===== src/rtl/vcg_pkg.sv =====
// Shared types and constants for the volume central gradient block.
// No dependencies; imported by every module of the block.
`default_nettype none

package vcg_pkg;

    localparam int DEF_MAX_VOXELS = 1048576;
    localparam int DEF_MAX_DIM    = 1024;

    localparam int IDX_W      = 20;
    localparam int VOX_W      = 8;
    localparam int CFG_DIM_W  = 11;
    localparam int CFG_CNT_W  = 21;
    localparam int CFG_ADDR_W = 4;
    localparam int CFG_DATA_W = 32;

    // register indexes on the config port
    localparam logic [1:0] REG_DIM_X        = 2'd0;
    localparam logic [1:0] REG_DIM_Y        = 2'd1;
    localparam logic [1:0] REG_VOXEL_COUNT  = 2'd2;
    localparam logic [1:0] REG_GRADS_ENABLE = 2'd3;

    localparam int FUNC_W_C = 1;
    localparam logic [FUNC_W_C-1:0] FUNC_LOAD    = 1'b0;
    localparam logic [FUNC_W_C-1:0] FUNC_COMPUTE = 1'b1;

    typedef struct packed {
        logic [CFG_DIM_W-1:0] dim_x;
        logic [CFG_DIM_W-1:0] dim_y;
        logic [CFG_CNT_W-1:0] voxel_count;
        logic                 grads_enable;
    } cfg_t;

    typedef struct packed {
        logic we;
        logic re;
    } mem_ctl_t;

    typedef enum logic [1:0] {
        ST_IDLE,
        ST_READ,
        ST_DRAIN
    } vcg_state_t;

    // (plus - minus) / 2, truncated toward zero
    function automatic logic [VOX_W-1:0] half_diff(
        input logic [VOX_W-1:0] plus,
        input logic [VOX_W-1:0] minus
    );
        logic [VOX_W:0] d;
        logic [VOX_W:0] u;
        d = {plus[VOX_W-1], plus} - {minus[VOX_W-1], minus};
        u = d + {{VOX_W{1'b0}}, d[VOX_W]};
        return u[VOX_W:1];
    endfunction

endpackage

`default_nettype wire


===== src/rtl/vcg_seq.sv =====
// Command sequencer: loads, the seven-read neighbour sweep and the gradient stage.
// Depends on vcg_pkg; drives the port of vcg_voxel_mem.
`default_nettype none

module vcg_seq
    import vcg_pkg::*;
#(
    parameter  int MAX_VOXELS = DEF_MAX_VOXELS,
    parameter  int MAX_DIM    = DEF_MAX_DIM,
    localparam int ADDR_W     = $clog2(MAX_VOXELS)
)
(
    input  wire logic              clk,
    input  wire logic              rst_n,
    input  wire cfg_t              cfg,
    input  wire logic              start,
    input  wire logic              func,
    input  wire logic [IDX_W-1:0]  voxel_index,
    input  wire logic [VOX_W-1:0]  load_value,
    output logic                   busy,
    output mem_ctl_t               mem_ctl,
    output logic      [ADDR_W-1:0] mem_addr,
    output logic      [VOX_W-1:0]  mem_wdata,
    input  wire logic [VOX_W-1:0]  mem_rdata,
    output logic                   done,
    output logic      [VOX_W-1:0]  center_value,
    output logic      [VOX_W-1:0]  grad_x,
    output logic      [VOX_W-1:0]  grad_y,
    output logic      [VOX_W-1:0]  grad_z
);

    localparam int DIM_W = $clog2(MAX_DIM + 1);
    localparam int CW    = (DIM_W > CFG_DIM_W) ? DIM_W : CFG_DIM_W;
    localparam int NW0   = $clog2(MAX_VOXELS + 1);
    localparam int NW    = (NW0 > CFG_CNT_W) ? NW0 : CFG_CNT_W;
    localparam int PW0   = (IDX_W > 2 * DIM_W) ? IDX_W : 2 * DIM_W;
    localparam int PW    = ((PW0 > NW) ? PW0 : NW) + 1;
    localparam int LW    = ((IDX_W > ADDR_W) ? IDX_W : ADDR_W) + 1;

    // read order of the sweep
    localparam logic [2:0] TAG_CENTER = 3'd0;
    localparam logic [2:0] TAG_XM     = 3'd1;
    localparam logic [2:0] TAG_XP     = 3'd2;
    localparam logic [2:0] TAG_YM     = 3'd3;
    localparam logic [2:0] TAG_YP     = 3'd4;
    localparam logic [2:0] TAG_ZM     = 3'd5;
    localparam logic [2:0] TAG_ZP     = 3'd6;

    localparam logic [1:0] AX_X = 2'd0;
    localparam logic [1:0] AX_Y = 2'd1;
    localparam logic [1:0] AX_Z = 2'd2;

    vcg_state_t state_reg, state_next;

    logic [DIM_W-1:0]   dx_reg, dy_reg;
    logic [2*DIM_W-1:0] stepz_reg;
    logic [NW-1:0]      n_reg;
    logic [DIM_W-1:0]   dx_sat, dy_sat;
    logic [NW-1:0]      n_sat;

    logic [2:0]         cnt_reg;
    logic [IDX_W-1:0]   p_reg;
    logic [2:0]         lt_reg, ge_reg;
    logic               rd_vld_reg, rd_oob_reg;
    logic [2:0]         rd_tag_reg;
    logic [VOX_W-1:0]   samp_reg [7];
    logic               done_reg;
    logic [VOX_W-1:0]   center_reg, gx_reg, gy_reg, gz_reg;

    logic               accept, accept_cmp, load_ok;
    logic [PW-1:0]      step, sum, dif, rd_addr;
    logic               is_minus, is_center, lt, ge, skip, oob;
    logic [1:0]         axis;
    logic [VOX_W-1:0]   rdata_eff;
    logic [VOX_W-1:0]   c, xm, xp, ym, yp, zm, zp;

    // config derived values, settle well before a sweep uses them
    always_comb
    begin
        dx_sat = (CW'(cfg.dim_x) > CW'(MAX_DIM)) ? DIM_W'(MAX_DIM) : DIM_W'(cfg.dim_x);
        dy_sat = (CW'(cfg.dim_y) > CW'(MAX_DIM)) ? DIM_W'(MAX_DIM) : DIM_W'(cfg.dim_y);
        n_sat  = (NW'(cfg.voxel_count) > NW'(MAX_VOXELS)) ? NW'(MAX_VOXELS)
                                                          : NW'(cfg.voxel_count);
    end

    always_ff @(posedge clk)
    begin
        dx_reg    <= dx_sat;
        dy_reg    <= dy_sat;
        n_reg     <= n_sat;
        stepz_reg <= (2*DIM_W)'(dx_reg) * (2*DIM_W)'(dy_reg);
    end

    assign accept     = start && !busy;
    assign accept_cmp = accept && (func == FUNC_COMPUTE);
    assign load_ok    = LW'(voxel_index) < LW'(MAX_VOXELS);

    // neighbour address for the current sweep slot
    always_comb
    begin
        step      = '0;
        is_minus  = 1'b0;
        is_center = 1'b0;
        axis      = AX_X;
        case (cnt_reg)
            TAG_CENTER: is_center = 1'b1;
            TAG_XM:
            begin
                step     = PW'(1);
                is_minus = 1'b1;
            end
            TAG_XP: step = PW'(1);
            TAG_YM:
            begin
                step     = PW'(dx_reg);
                is_minus = 1'b1;
                axis     = AX_Y;
            end
            TAG_YP:
            begin
                step = PW'(dx_reg);
                axis = AX_Y;
            end
            TAG_ZM:
            begin
                step     = PW'(stepz_reg);
                is_minus = 1'b1;
                axis     = AX_Z;
            end
            TAG_ZP:
            begin
                step = PW'(stepz_reg);
                axis = AX_Z;
            end
            default: is_center = 1'b1;
        endcase
        sum     = PW'(p_reg) + step;
        dif     = PW'(p_reg) - step;
        lt      = PW'(p_reg) < step;
        ge      = sum >= PW'(n_reg);
        rd_addr = is_minus ? dif : sum;
        // a neighbour replaced by the centre needs no read
        skip    = is_minus ? lt : (!is_center && ge);
        oob     = rd_addr >= PW'(MAX_VOXELS);
    end

    always_comb
    begin
        state_next = state_reg;
        busy       = (state_reg != ST_IDLE);
        mem_ctl.we = 1'b0;
        mem_ctl.re = 1'b0;
        mem_addr   = ADDR_W'(voxel_index);
        mem_wdata  = load_value;
        case (state_reg)
            ST_IDLE:
            begin
                mem_ctl.we = start && (func == FUNC_LOAD) && load_ok;
                if (accept_cmp)
                    state_next = ST_READ;
            end
            ST_READ:
            begin
                mem_addr   = ADDR_W'(rd_addr);
                mem_ctl.re = !oob && !skip;
                if (cnt_reg == TAG_ZP)
                    state_next = ST_DRAIN;
            end
            ST_DRAIN: state_next = ST_IDLE;
            default:  state_next = ST_IDLE;
        endcase
    end

    always_ff @(posedge clk or negedge rst_n)
    begin
        if (!rst_n)
        begin
            state_reg  <= ST_IDLE;
            rd_vld_reg <= 1'b0;
            done_reg   <= 1'b0;
        end
        else
        begin
            state_reg  <= state_next;
            rd_vld_reg <= (state_reg == ST_READ);
            done_reg   <= (state_reg == ST_DRAIN);
        end
    end

    assign rdata_eff = rd_oob_reg ? '0 : mem_rdata;

    always_ff @(posedge clk)
    begin
        if (accept_cmp)
        begin
            p_reg   <= voxel_index;
            cnt_reg <= TAG_CENTER;
        end
        if (state_reg == ST_READ)
        begin
            cnt_reg <= cnt_reg + 3'd1;
            if (is_minus)
                lt_reg[axis] <= lt;
            else if (!is_center)
                ge_reg[axis] <= ge;
        end
        rd_tag_reg <= cnt_reg;
        rd_oob_reg <= oob || skip;
        if (rd_vld_reg)
            samp_reg[rd_tag_reg] <= rdata_eff;
        if (state_reg == ST_DRAIN)
        begin
            center_reg <= c;
            gx_reg     <= cfg.grads_enable ? half_diff(xp, xm) : '0;
            gy_reg     <= cfg.grads_enable ? half_diff(yp, ym) : '0;
            gz_reg     <= cfg.grads_enable ? half_diff(zp, zm) : '0;
        end
    end

    // the last read of the sweep is taken straight off the memory
    always_comb
    begin
        c  = samp_reg[TAG_CENTER];
        xm = lt_reg[AX_X] ? c : samp_reg[TAG_XM];
        xp = ge_reg[AX_X] ? c : samp_reg[TAG_XP];
        ym = lt_reg[AX_Y] ? c : samp_reg[TAG_YM];
        yp = ge_reg[AX_Y] ? c : samp_reg[TAG_YP];
        zm = lt_reg[AX_Z] ? c : samp_reg[TAG_ZM];
        zp = ge_reg[AX_Z] ? c : rdata_eff;
    end

    assign done         = done_reg;
    assign center_value = center_reg;
    assign grad_x       = gx_reg;
    assign grad_y       = gy_reg;
    assign grad_z       = gz_reg;

    a_port_exclusive: assert property (@(posedge clk) disable iff (!rst_n)
        !(mem_ctl.we && mem_ctl.re))
        else $error("voxel store written and read in one cycle");

    a_result_latency: assert property (@(posedge clk) disable iff (!rst_n)
        accept_cmp |-> ##9 done_reg)
        else $error("compute transfer without result nine cycles later");

    a_done_idle: assert property (@(posedge clk) disable iff (!rst_n)
        done_reg |-> (state_reg == ST_IDLE))
        else $error("result strobe outside idle");

    a_read_in_sweep: assert property (@(posedge clk) disable iff (!rst_n)
        rd_vld_reg |-> (state_reg != ST_IDLE))
        else $error("read data returned outside a sweep");

    a_no_write_busy: assert property (@(posedge clk) disable iff (!rst_n)
        mem_ctl.we |-> (state_reg == ST_IDLE))
        else $error("load write during a sweep");

endmodule

`default_nettype wire


===== config.mk =====
export PLATFORM = sky130hd
export DESIGN_NAME = vcg_seq
export DESIGN_NICKNAME = d
export VERILOG_FILES = /design/src/rtl/vcg_pkg.sv /design/src/rtl/vcg_seq.sv
export SDC_FILE = /design/constraint.sdc
export NUM_CORES = 1
export LEC_CHECK = 0
export BUFFER_PORTS_ARGS = -buffer_cell sky130_fd_sc_hd__buf_2
export CAP_MARGIN = 20
export CORE_MARGIN = 2
export CORE_UTILIZATION = 45
export CTS_BUF_LIST = sky130_fd_sc_hd__clkbuf_16
export DETAILED_ROUTE_END_ITERATION = 16
export GPL_TIMING_DRIVEN = 0
export PLACE_DENSITY_LB_ADDON = 0.25
export SLEW_MARGIN = 20
export SYNTH_ARGS = -nofsm -noshare
export SYNTH_HDL_FRONTEND = slang
export SYNTH_SLANG_ARGS = --single-unit

===== constraint.sdc =====
create_clock -name clk -period 11.9 [get_ports clk]
set_input_delay 3.57 -clock clk [delete_from_list [all_inputs] [get_ports clk]]
set_output_delay 3.57 -clock clk [all_outputs]
set_load 0.01 [all_outputs]

==> flow_metrics.env, run 1 <==
export IMPL_end_kind="output port"
export IMPL_grt_max_degree=22
export IMPL_maxCapViolCount=0
export IMPL_die_area_um2=34000
export IMPL_die_y_um=184
export IMPL_synth_warnings=0
export IMPL_synth_top_family_by_area="adder cells"
export IMPL_grt_pass1_wl_um=54900
export IMPL_synth_area_mux_share_pct=3.66
export IMPL_synth_top_cell_by_area="edfxtp_1"
export IMPL_cts_hold_buf=0
export IMPL_gp_congestion=0.857
export IMPL_yosys_area_share_adder_pct=24.8
export IMPL_ir_drop_v=0.000133
export IMPL_dr_pass1_iters=5
export IMPL_outcome="complete, no violations"
export IMPL_yosys_area_share_simple_pct=16.8
export IMPL_gr_total_overflow=0
export IMPL_final_hold_violation_count=0
export IMPL_core_um2=32300
export IMPL_yosys_area_top_type_share_pct=22.4
export IMPL_setup_viol=0
export IMPL_synth_edf_count=109
export IMPL_path_max_fanout=10
export IMPL_p_leak_uw=0.00745
export IMPL_synth_compound_area_share_pct=10.8
export IMPL_die_width_um=184
export IMPL_synthArstFlopShare_pct=2.20
export IMPL_finalMaxSlewViolations=0
export IMPL_clk_latency_ps=450
export IMPL_start_kind="flip-flop"
export IMPL_routed_via_density=5.17
export IMPL_arrival_ps=6800
export IMPL_tightestPinTransition_ps=942
export IMPL_path_class="flip-flop to output port"
export IMPL_netlist_top_cells_area="edfxtp_1, ha_1, fa_1"
export IMPL_synthCells=1511
export IMPL_ant_nets=0
export IMPL_ys_seq_area_share_pct=32.5
export IMPL_relSlewSlack_pct=37.1
export IMPL_p_per_area_nw_per_um2=194
export IMPL_max_freq_mhz=96.4
export IMPL_synthToLayoutAreaGrowth_pct=12.9
export IMPL_syn_nets=1834
export IMPL_fin_crit_ps=10370
export IMPL_cts_setup_buffers=0
export IMPL_ys_top_cells_by_count="inv_1, ha_1, nand2_1"
export IMPL_start_util_pct=45.3
export IMPL_clk_pin_slew_ps=80
export IMPL_wl_per_cell_um=16.0
export IMPL_worst_hold_path_type="flip-flop to flip-flop"
export IMPL_drc=0
export IMPL_cts_made_buffers=17
export IMPL_root_buffer="clkbuf_16"
export IMPL_h_tree_depth=4
export IMPL_drive_above_1_share_pct=14.3
export IMPL_finalPower_uw=3200
export IMPL_rows=66
export IMPL_ys_seq_elements=182
export IMPL_postSynthAreaPerCell_um2=9.68
export IMPL_rsz0062_at_grt="false"
export IMPL_nets=1991
export IMPL_antenna_found_initial=0
export IMPL_synthFlopType="edfxtp_1"
export IMPL_synth_most_common_cell="inv_1"
export IMPL_cts_resized_gates=0
export IMPL_wl_um=33900
export IMPL_numClockSinks=182
export IMPL_track_usage_pct=20.7
export IMPL_cts_buffer_depth=2
export IMPL_cts_tree="done"
export IMPL_insertedDiodeCount=0
export IMPL_reg2regPathDepth=23
export IMPL_grt_pass1_vias=11000
export IMPL_synth_distinct_cells=85
export IMPL_num_vias=11000
export IMPL_io_pins=148
export IMPL_period_share_pct=87.2
export IMPL_clock_skew_final_ps=16.6
export IMPL_portBuffers=137
export IMPL_drtIter0Drc=467
export IMPL_stdcell_count=2123
export IMPL_dp_cells=2091
export IMPL_holdPathStages=0
export IMPL_critical_path_required_ps=8330
export IMPL_synth_xor_area_share_pct=4.79
export IMPL_largest_reg_flops=48
export IMPL_fin_tns_setup_ps=0
export IMPL_synth_cell_area_um2=14600
export IMPL_hpwlAfterDp_um=27000
## cells in the final DEF, fill, tap and decap left out, types with 13 or more instances in the layout
cell	Yosys	final
clkbuf_16	0	17
nand2_1	139	139
fa_1	85	85
mux2_2	24	24
edfxtp_1	109	109
mux2i_1	25	25
dfxtp_1	69	69
a21oi_1	69	69
xor2_1	21	21
inv_1	174	174
a21o_1	17	17
nand3_1	17	17
nor3_1	21	20
nor2b_1	51	50
clkbuf_1	49	49
o21ai_0	55	55
a22oi_1	13	13
xnor2_1	59	59
nand2b_1	15	15
buf_2	7	144
and2_1	96	96
ha_1	154	154
nor2_1	72	72
## worst max-delay path, stage by stage (launching register included)
cell and delay [ps]:
edfxtp_1 470, ha_1 300, nand2_1 160, nand2_1 160, clkbuf_1 300, a22oi_1 580
inv_1 170, fa_1 470, nor2b_2 190, o311ai_2 340, a2bb2oi_2 200, a41oi_4 360
nor4_1 80, or3_4 390, xnor2_1 160, ha_1 200, a21oi_1 140, nor2b_1 60
a2111oi_0 440, o211ai_1 210, a41oi_1 350, nor2_1 110, nor2_2 110, a32o_1 220
buf_2 150
## stage by stage
stage          worst slack (ps)  instance area [um2]  util [%]  hold slack, ps
2_1_floorplan              3480                14600         -             343
3_3_place_gp               2100                15900      49.2             371
3_5_place_dp               2060                15900      49.3             381
4_1_cts                    1560                16500      51.1             393
5_1_grt                    1140                16500      51.2             399
6_report                   1530                16500      51.2             384
## routing by layer
| layer | vias to the layer above | track usage [%] | wire length [um] |
|---|---|---|---|
| met3 | 38 | 2.92 | 1120 |
| met1 | 5348 | 25.6 | 15200 |
| met5 | - | 0 | 0 |
| met4 | 0 | 5.38 | 537 |
| li1 | 5400 | - | - |
| met2 | 193 | 37.7 | 17100 |
## final timing paths
kind	slack [ps]	startpoint	to
max reg2reg	5650	cnt_reg[0]$_SDFFCE_PN0P_	rd_oob_reg$_DFF_P_
max	1530	cnt_reg[0]$_SDFFCE_PN0P_	mem_ctl[0]
max in group asynchronous	8840	rst_n	done$_DFF_PN0_
min reg2reg	380	cnt_reg[2]$_SDFFCE_PN0P_	rd_tag_reg[2]$_DFF_P_
min in group asynchronous	2920	rst_n	state_reg[0]$_DFFE_PN0P_
min	380	cnt_reg[2]$_SDFFCE_PN0P_	rd_tag_reg[2]$_DFF_P_
## kinds of logic after synthesis
| kind of cell | Yosys count |
|---|---|
| AO/OA/AOI/OAI | 240 |
| buffers and inverters | 245 |
| AND/OR/NAND/NOR | 475 |
| flip-flops | 182 |
| multiplexers | 50 |
| XOR/XNOR | 80 |
| adder cells (fa/ha/maj) | 239 |
## layout make-up
| type | count | area, um2 |
|---|---|---|
| buffer | 70 | 320 |
| clock buffer | 17 | 425 |
| clock inverter | 15 | 175 |
| fill | 3005 | 15800 |
| inverter | 175 | 657 |
| multi-input combinational | 1084 | 8920 |
| sequential | 182 | 4750 |
| tap | 442 | 553 |
| timing repair buffer | 138 | 713 |
## power breakdown
group,switching (uW),internal (uW),leakage (uW)
registers,60.1,813,0.00163
logic,1040,706,0.00552
clock network,292,285,0.000290
Note: power is estimated with default switching activity, not from simulation.
==> run 2: changes to the inputs <==
Settings changed: REMOVE_ABC_BUFFERS from default to 1.
Clock period 11.9 ns to 9.9 ns, I/O delays scaled along.
==> run 2 against run 1 <==
Net effect:
- worst hold slack better by 59 ps
- non-clock buffer count shrank 74
- first-iteration DRC count increased by 0.86%
- critical path type unchanged
- critical endpoint unchanged
- largest cell class unchanged
- largest power group unchanged
==> flow_metrics.env, run 2 (synthesis results as in run 1) <==
export IMPL_outcome="complete, no violations"
export IMPL_final_hold_violation_count=0
export IMPL_hpwlAfterDp_um=25500
export IMPL_clk_pin_slew_ps=80
export IMPL_clock_skew_final_ps=9.97
export IMPL_critical_path_required_ps=6930
export IMPL_cts_tree="done"
export IMPL_gr_total_overflow=0
export IMPL_crit_start="cnt_reg[0]$_SDFFCE_PN0P_"
export IMPL_p_per_area_nw_per_um2=234
export IMPL_period_share_pct=96.1
export IMPL_cts_resized_gates=0
export IMPL_die_y_um=184
export IMPL_crit_path_end="mem_ctl[0]"
export IMPL_rows=66
export IMPL_grt_pass1_wl_um=53200
export IMPL_ant_nets=0
export IMPL_cts_hold_buf=0
export IMPL_drtIter0Drc=471
export IMPL_cts_made_buffers=17
export IMPL_nets=1917
export IMPL_rsz0062_at_grt="false"
export IMPL_cp_slowest_cell="edfxtp_1"
export IMPL_synthToLayoutAreaGrowth_pct=11.0
export IMPL_ir_drop_v=0.000133
export IMPL_die_width_um=184
export IMPL_worst_hold_path_type="flip-flop to flip-flop"
export IMPL_rrSetupSlack_ps=3960
export IMPL_dp_cells=2017
export IMPL_arrival_ps=6540
export IMPL_final_common_cell="inv_1"
export IMPL_final_cell_mix="inv_1, ha_1, nand2_1"
export IMPL_clk_latency_ps=460
export IMPL_h_tree_depth=4
export IMPL_tightestPinTransition_ps=923
export IMPL_antenna_found_initial=0
export IMPL_fin_tns_setup_ps=0
export IMPL_routed_via_density=5.19
export IMPL_start_util_pct=45.3
export IMPL_cts_buffer_depth=2
export IMPL_numClockSinks=182
export IMPL_largest_reg_flops=48
export IMPL_root_buffer="clkbuf_16"
export IMPL_grt_max_degree=28
export IMPL_end_kind="output port"
export IMPL_grt_pass1_vias=10600
export IMPL_dr_pass1_iters=5
export IMPL_wl_per_cell_um=15.9
export IMPL_p_leak_uw=0.00731
export IMPL_path_class="flip-flop to output port"
export IMPL_relSlewSlack_pct=38.4
export IMPL_r2r_start="cnt_reg[0]$_SDFFCE_PN0P_"
export IMPL_maxCapViolCount=0
export IMPL_drc=0
export IMPL_setup_viol=0
export IMPL_core_um2=32300
export IMPL_stdcell_count=2049
export IMPL_finalMaxSlewViolations=0
export IMPL_drive_above_1_share_pct=13.9
export IMPL_portBuffers=131
export IMPL_die_area_um2=34000
export IMPL_max_freq_mhz=105
export IMPL_fillCellCount=2993
export IMPL_path_depth=23
export IMPL_start_kind="flip-flop"
export IMPL_gp_congestion=0.866
export IMPL_slowest_delay_ps=470
export IMPL_io_pins=148
export IMPL_fin_crit_ps=9510
export IMPL_critPathBufInv=2
export IMPL_path_max_fanout=12
export IMPL_cts_setup_buffers=0
export IMPL_insertedDiodeCount=0
export IMPL_num_vias=10600
export IMPL_reg2regPathDepth=20
export IMPL_crit_chain="ha_1 -> nand2_1 -> nand2_1 -> a22oi_2 -> inv_1 -> fa_1 -> nor2b_2 -> o311ai_2 -> a2bb2oi_2 -> a41oi_4 -> nor4_1 -> or3_4 -> xnor2_1 -> ha_1 -> a21oi_1 -> nor2b_1 -> a2111oi_0 -> o211ai_1 -> a41oi_1 -> nor2_1 -> nor2_2 -> a32o_1 -> buf_2"
export IMPL_wl_um=32600
export IMPL_r2r_end="ge_reg[0]$_DFFE_PP_"
export IMPL_crit_family="compound AO/OA/AOI/OAI gates"
export IMPL_track_usage_pct=20.0
==> run 2: metrics by stage <==
step                      area (um2)  worst slack, ps  power (uW)  util [%]  hold slack, ps
after floorplan                14300             1860        2540         -             399
after global placement         15500              526        3060      48.1             413
after detailed placement       15600              818        3140      48.4             422
after CTS                      16200              289        3840      50.2             439
after global routing           16200             14.5        4130      50.3             473
final                          16200              390        3810      50.3             442
==> run 2: worst min path at each step <==
| stage | cells past startpoint | end | start |
|---|---|---|---|
| 2_1_floorplan | 0 | rd_tag_reg[1]$_DFF_P_ | cnt_reg[1]$_SDFFCE_PN0P_ |
| 3_3_place_gp | 0 | rd_tag_reg[1]$_DFF_P_ | cnt_reg[1]$_SDFFCE_PN0P_ |
| 3_5_place_dp | 0 | rd_tag_reg[1]$_DFF_P_ | cnt_reg[1]$_SDFFCE_PN0P_ |
| 4_1_cts | 0 | rd_tag_reg[1]$_DFF_P_ | cnt_reg[1]$_SDFFCE_PN0P_ |
| 5_1_grt | 0 | rd_tag_reg[1]$_DFF_P_ | cnt_reg[1]$_SDFFCE_PN0P_ |
| 6_report | 0 | rd_tag_reg[1]$_DFF_P_ | cnt_reg[1]$_SDFFCE_PN0P_ |
==> run 2: layer usage <==
layer / GRT usage [%] / routed length [um] / up-vias
met5: 0 / 0 / -
li1: - / - / 5258
met2: 35.8 / 16200 / 230
met4: 6.18 / 634 / 0
met3: 3.06 / 1380 / 40
met1: 24.8 / 14300 / 5115
==> run 2: final cells by class <==
| type | count | area [um2] | area share [%] |
|---|---|---|---|
| Multi-Input combinational cell | 1084 | 8950 | 55.1 |
| Sequential cell | 182 | 4750 | 29.3 |
| Timing Repair Buffer | 134 | 738 | 4.54 |
| Inverter | 175 | 657 | 4.04 |
| Tap cell | 442 | 553 | 3.40 |
| Clock buffer | 17 | 425 | 2.62 |
| Clock inverter | 15 | 168 | 1.03 |
==> run 2: where the power goes <==
part           total (uW)  internal [uW]  switching, uW
logic                2040            855           1190
registers            1080            977            103
clock network         687            340            346
total                3810           2170           1630
